### config.mk
export PLATFORM = sky130hd
export DESIGN_NAME = scc_gain
export DESIGN_NICKNAME = d
export VERILOG_FILES = /design/src/scc_pkg.sv /design/src/scc_gain.sv
export SDC_FILE = /design/constraint.sdc
export NUM_CORES = 2
export LEC_CHECK = 0
export ABC_AREA = 1
export ABC_CLOCK_PERIOD_IN_PS = 11000
export BUFFER_PORTS_ARGS = -buffer_cell sky130_fd_sc_hd__buf_4
export CAP_MARGIN = 20
export CORE_ASPECT_RATIO = 1.5
export CORE_MARGIN = 8
export CORE_UTILIZATION = 55
export CTS_CLUSTER_DIAMETER = 30
export DETAILED_ROUTE_END_ITERATION = 7
export GPL_TIMING_DRIVEN = 1
export MAX_ROUTING_LAYER = met4
export PLACE_DENSITY = 0.7
export SLEW_MARGIN = 20
export SYNTH_ARGS = -nofsm -noshare
export SYNTH_HDL_FRONTEND = slang
export SYNTH_SLANG_ARGS = --single-unit
### constraint.sdc
create_clock -name aclk -period 11 [get_ports aclk]
set_input_delay 2.2 -clock aclk [delete_from_list [all_inputs] [get_ports aclk]]
set_output_delay 2.2 -clock aclk [all_outputs]
set_load 0.05 [all_outputs]
### src/scc_pkg.sv
// scc_pkg: shared constants, tables and types for the spherical coordinate converter
// no dependencies; used by every module under src except scc_delay
`default_nettype none

package scc_pkg;

    localparam int DEF_CORDIC_ITERATIONS = 16;
    localparam int DEF_FRAC_BITS         = 16;
    localparam int MIN_ITERATIONS        = 8;

    localparam int DATA_W = 32;
    localparam int GUARD  = 12;
    localparam int LEN_W  = 48;
    localparam int MAG_W  = LEN_W - 1;
    localparam int ANG_W  = 36;
    localparam int SC_W   = 34;
    localparam int THR_W  = 16;
    localparam int TDATA_W = 3 * DATA_W;

    localparam logic signed [ANG_W-1:0] Q30_PI      = 36'sd3373259426;
    localparam logic signed [ANG_W-1:0] Q30_HALF_PI = 36'sd1686629713;
    localparam logic signed [ANG_W-1:0] Q30_TWO_PI  = 36'sd6746518852;

    localparam logic [29:0] ATAN_Q30 [30] = '{
        30'd843314856, 30'd497837829, 30'd263043836, 30'd133525158, 30'd67021686,
        30'd33543515, 30'd16775850, 30'd8388437, 30'd4194282, 30'd2097149,
        30'd1048575, 30'd524287, 30'd262143, 30'd131071, 30'd65535, 30'd32767,
        30'd16383, 30'd8191, 30'd4095, 30'd2047, 30'd1023, 30'd511, 30'd255,
        30'd127, 30'd63, 30'd31, 30'd15, 30'd7, 30'd3, 30'd1
    };

    // inverse cordic gain, q30, for 8 .. 30 iterations
    localparam logic [29:0] INV_GAIN_Q30 [23] = '{
        30'd652039507, 30'd652034532, 30'd652033289, 30'd652032978, 30'd652032900,
        30'd652032881, 30'd652032876, 30'd652032874, 30'd652032874, 30'd652032874,
        30'd652032874, 30'd652032874, 30'd652032874, 30'd652032874, 30'd652032874,
        30'd652032874, 30'd652032874, 30'd652032874, 30'd652032874, 30'd652032874,
        30'd652032874, 30'd652032874, 30'd652032874
    };

    typedef enum logic {
        OP_TO_SPHERICAL = 1'b0,
        OP_TO_CARTESIAN = 1'b1
    } scc_op_t;

endpackage

`default_nettype wire

### src/scc_gain.sv
// scc_gain: two-stage multiply by the inverse cordic gain, rounded half up
// depends on scc_pkg
`default_nettype none

module scc_gain
    import scc_pkg::*;
#(
    parameter int ITERATIONS = DEF_CORDIC_ITERATIONS
) (
    input  wire              aclk,
    input  wire              ce,
    input  wire  [MAG_W-1:0] mag_in,
    output logic [MAG_W-1:0] mag_out
);

    localparam int LO_W    = 15;
    localparam int HI_W    = MAG_W - LO_W;
    localparam int HIP_W   = HI_W + 30;
    localparam int LOP_W   = LO_W + 30;
    localparam int SUM_W   = HIP_W + LO_W;
    localparam logic [29:0]      K_GAIN = INV_GAIN_Q30[ITERATIONS - MIN_ITERATIONS];
    localparam logic [SUM_W-1:0] HALF   = SUM_W'(1) << 29;

    logic [HIP_W-1:0] hi_prod_reg;
    logic [LOP_W-1:0] lo_prod_reg;
    logic [SUM_W-1:0] sum_next;
    logic [MAG_W-1:0] mag_reg;

    always_ff @(posedge aclk) begin
        if (ce) begin
            hi_prod_reg <= HIP_W'(mag_in[MAG_W-1:LO_W]) * HIP_W'(K_GAIN);
            lo_prod_reg <= LOP_W'(mag_in[LO_W-1:0]) * LOP_W'(K_GAIN);
            mag_reg     <= sum_next[30 +: MAG_W];
        end
    end

    assign sum_next = (SUM_W'(hi_prod_reg) << LO_W) + SUM_W'(lo_prod_reg) + HALF;
    assign mag_out  = mag_reg;

endmodule

`default_nettype wire

==> flow_summary.ini <==
[finish]
max_reg_flops = 61
area_growth_pct = 6.735
layout-drive-gt1-share_pct = 3.867
final-instance-count-excl-fill = 5325
number_of_fill_cells_in_the_layout = 6077
seqCellArea_sq_um = 4114
n_antenna_cell = 0
nets = 5657
footprint_of_the_multi_input_gates_sq_um = 26920

[synthesis]
ys_ff_latch = 137
syn-cell-area_sq_um = 35970
ys_top_cells_by_area = sky130_fd_sc_hd__fa_1, sky130_fd_sc_hd__ha_1, sky130_fd_sc_hd__inv_1, sky130_fd_sc_hd__edfxtp_1, sky130_fd_sc_hd__nand2_1
yosys_warnings = 0
sequential_cell_area_fraction_in_the_yosys_report_pct = 11.44
number_of_enable_flip_flop_cells_after_synthesis = 137
netlist_top_cells_count = sky130_fd_sc_hd__inv_1, sky130_fd_sc_hd__nand2_1, sky130_fd_sc_hd__fa_1, sky130_fd_sc_hd__ha_1, sky130_fd_sc_hd__nor2_1
prevailing_post_synth_register_cell = sky130_fd_sc_hd__edfxtp_1
avgSynthCellArea_sq_um = 8.324
async_reset_ff_share_pct = 0
synth.lib_cells_used.distinct = 36
synth.net_count = 5543
synth_area_leader_cell = sky130_fd_sc_hd__fa_1
syn_inst = 4321
most_numerous_cell_in_the_yosys_netlist = sky130_fd_sc_hd__inv_1
yosysTopAreaCellShare_pct = 34.84

[timing]
final_min_period_over_clock_period_pct = 77.02
final_max_slew_viols = 0
final_setup_violation_count = 0
report.final.hold_viol_count = 0
timing.final.crit_period_ns = 8.473
setup_total_negative_slack_ns = 0
finClkSkew_ns = 0.01440
grt_setup_unrepaired = no
max_freq_mhz = 118.0
slew_headroom_pct = 33.35
worst_pin_slew_ns = 0.9997

[job]
maxcap_violations = 0

[min_path]
worstHoldPathCells = 2
hold_path_class = flip-flop to flip-flop

[worst_setup_path]
worstPathRequired_ns = 11.22
timing.setup.critical_path_class = input port to flip-flop
timing.critical_path.fanout_max = 6
arrival_ns = 8.69
worst-r2r-cell-count = 10
critPathLaunchType = input port
crit_path_end_kind = flip-flop

[route]
ant_nets = 0
detail_route.drc_violations = 0
finalWirelength_um = 112800
total_number_of_vias = 27640
wl_per_cell_um = 21.19
drtPass1Iterations = 7
drt-initial-drc-count = 1459
mean_number_of_vias_per_cell = 5.190

[global_route]
grt_util_met1_pct = 32.11
first_pass_grt_wire_length_um = 175900
globalRouteMet2Util_pct = 60.57
grt_total_usage_pct = 32.93
grt_start_max_net_pins = 74
globalRouteOverflowTotal = 0
gr-max-usage-layer = met2
grt_pass1_vias = 31060
antenna_violations_before_repair = 0
use_met3_pct = 2.637

[clock_network]
cts-root-to-sink-buffers = 2
clock_tree.root_cell = sky130_fd_sc_hd__clkbuf_16
insertion_delay_ns = 0.45
clkSinkCount = 137
post_cts_buffers = 0
cts.repair.resized = 0
cts_hold_buf = 0
cts_tree = built
cts_htree_levels = 4
cts_inserted_buffers = 17
cts.clk_slew.worst_paths_ns = 0.07

[place]
detail_placement_hpwl_um = 103200
finalWeightedCongestion = 1.021
port_buf_inserts = 95
placedCellCount = 5293

[floorplan]
rows = 115
initial_core_util_pct = 55.18
core_region_area_sq_um = 65180
pin_count = 96
chipWidth_um = 224.8
vertical_die_dimension_um = 329.2
floorplan.die_area_sq_um = 74000

[outcome]
run_status = completed
## worst max-delay path, cell delays in order
cell and delay [ns]:
sky130_fd_sc_hd__buf_4 0.15, sky130_fd_sc_hd__inv_1 0.30, sky130_fd_sc_hd__fa_1 0.52, sky130_fd_sc_hd__fa_1 0.49, sky130_fd_sc_hd__inv_1 0.06, sky130_fd_sc_hd__fa_1 0.53, sky130_fd_sc_hd__inv_1 0.07, sky130_fd_sc_hd__fa_1 0.54
sky130_fd_sc_hd__inv_1 0.05, sky130_fd_sc_hd__fa_1 0.50, sky130_fd_sc_hd__fa_1 0.45, sky130_fd_sc_hd__fa_1 0.49, sky130_fd_sc_hd__inv_1 0.05, sky130_fd_sc_hd__fa_1 0.47, sky130_fd_sc_hd__inv_1 0.04, sky130_fd_sc_hd__ha_1 0.39
sky130_fd_sc_hd__nand2_1 0.10, sky130_fd_sc_hd__nand2_1 0.11, sky130_fd_sc_hd__nand2_1 0.08, sky130_fd_sc_hd__nand2_1 0.06, sky130_fd_sc_hd__a21oi_1 0.30, sky130_fd_sc_hd__nand3_1 0.34, sky130_fd_sc_hd__nand2_1 0.20, sky130_fd_sc_hd__nand2_1 0.06
sky130_fd_sc_hd__nand2_1 0.06, sky130_fd_sc_hd__nand2_1 0.05
## metrics by stage
step / setup WS, ns / util, % / hold WS, ns / instance area [sq um]
3_3_place_gp: 2.064 / 57.97 / 0.6079 / 37790
4_1_cts: 2.499 / 58.90 / 0.6144 / 38390
2_1_floorplan: 3.169 / - / 0.5458 / 35970
3_5_place_dp: 2.039 / 57.97 / 0.5849 / 37790
5_1_grt: 2.253 / 58.90 / 0.6485 / 38390
6_report: 2.527 / 58.90 / 0.6075 / 38390
## per-layer routing
| metal | wire (um) | vias to the layer above |
|---|---|---|
| met5 | 0 | - |
| met4 | 10260 | 0 |
| met3 | 3543 | 360 |
| met2 | 60180 | 745 |
| met1 | 38850 | 13390 |
| li1 | - | 13150 |
## final cells by class
class	instances	share of cell area, %
Clock inverter	15	0.4693
Timing Repair Buffer	96	1.887
Multi-Input combinational cell	2869	70.11
Clock buffer	17	1.108
Inverter	1314	12.85
Tap cell	877	2.858
Sequential cell	137	10.72
## path summary, 6_finish.rpt
| check | start | to | slack, ns |
|---|---|---|---|
| setup / recovery | mag_in[23] | hi_prod_reg[61] | 2.53 |
| hold / removal | hi_prod_reg[57] | mag_out[42] | 0.61 |
| setup reg to reg | hi_prod_reg[23] | mag_out[41] | 8.26 |
| hold reg to reg | hi_prod_reg[57] | mag_out[42] | 0.61 |
## layout by cell type, fill, tap and decap left out, drive strengths merged
cell | netlist | final
nand4 | 33 | 33
o21bai | 19 | 19
nand3 | 135 | 135
ha | 547 | 547
clkinv | 6 | 11
nor2 | 269 | 269
o21ai | 61 | 61
a21boi | 2 | 2
a31oi | 3 | 3
bufinv | 0 | 2
nand2 | 903 | 903
a21o | 3 | 3
fa | 626 | 626
edfxtp | 137 | 137
nand3b | 9 | 9
o211ai | 3 | 3
a21oi | 144 | 144
inv | 1308 | 1316
buf | 1 | 96
o21a | 7 | 7
xor2 | 59 | 59
or2 | 6 | 6
xnor2 | 10 | 10
nor3 | 19 | 19
o311ai | 1 | 1
nor4 | 4 | 4
clkbuf | 0 | 17
and2 | 6 | 6
## cell families after synthesis
family | count (synthesis) | share of synthesized area (%)
AO/OA/AOI/OAI | 243 | 3.670
XOR/XNOR | 69 | 1.680
adder cells (fa/ha/maj) | 1173 | 53.87
buffers and inverters | 1315 | 13.73
flip-flops | 137 | 11.44
AND/OR/NAND/NOR | 1384 | 15.62
Power is left out: the tool's default activity adds up to more than one toggle a clock period on the data nets, which glitch-free logic cannot reach.
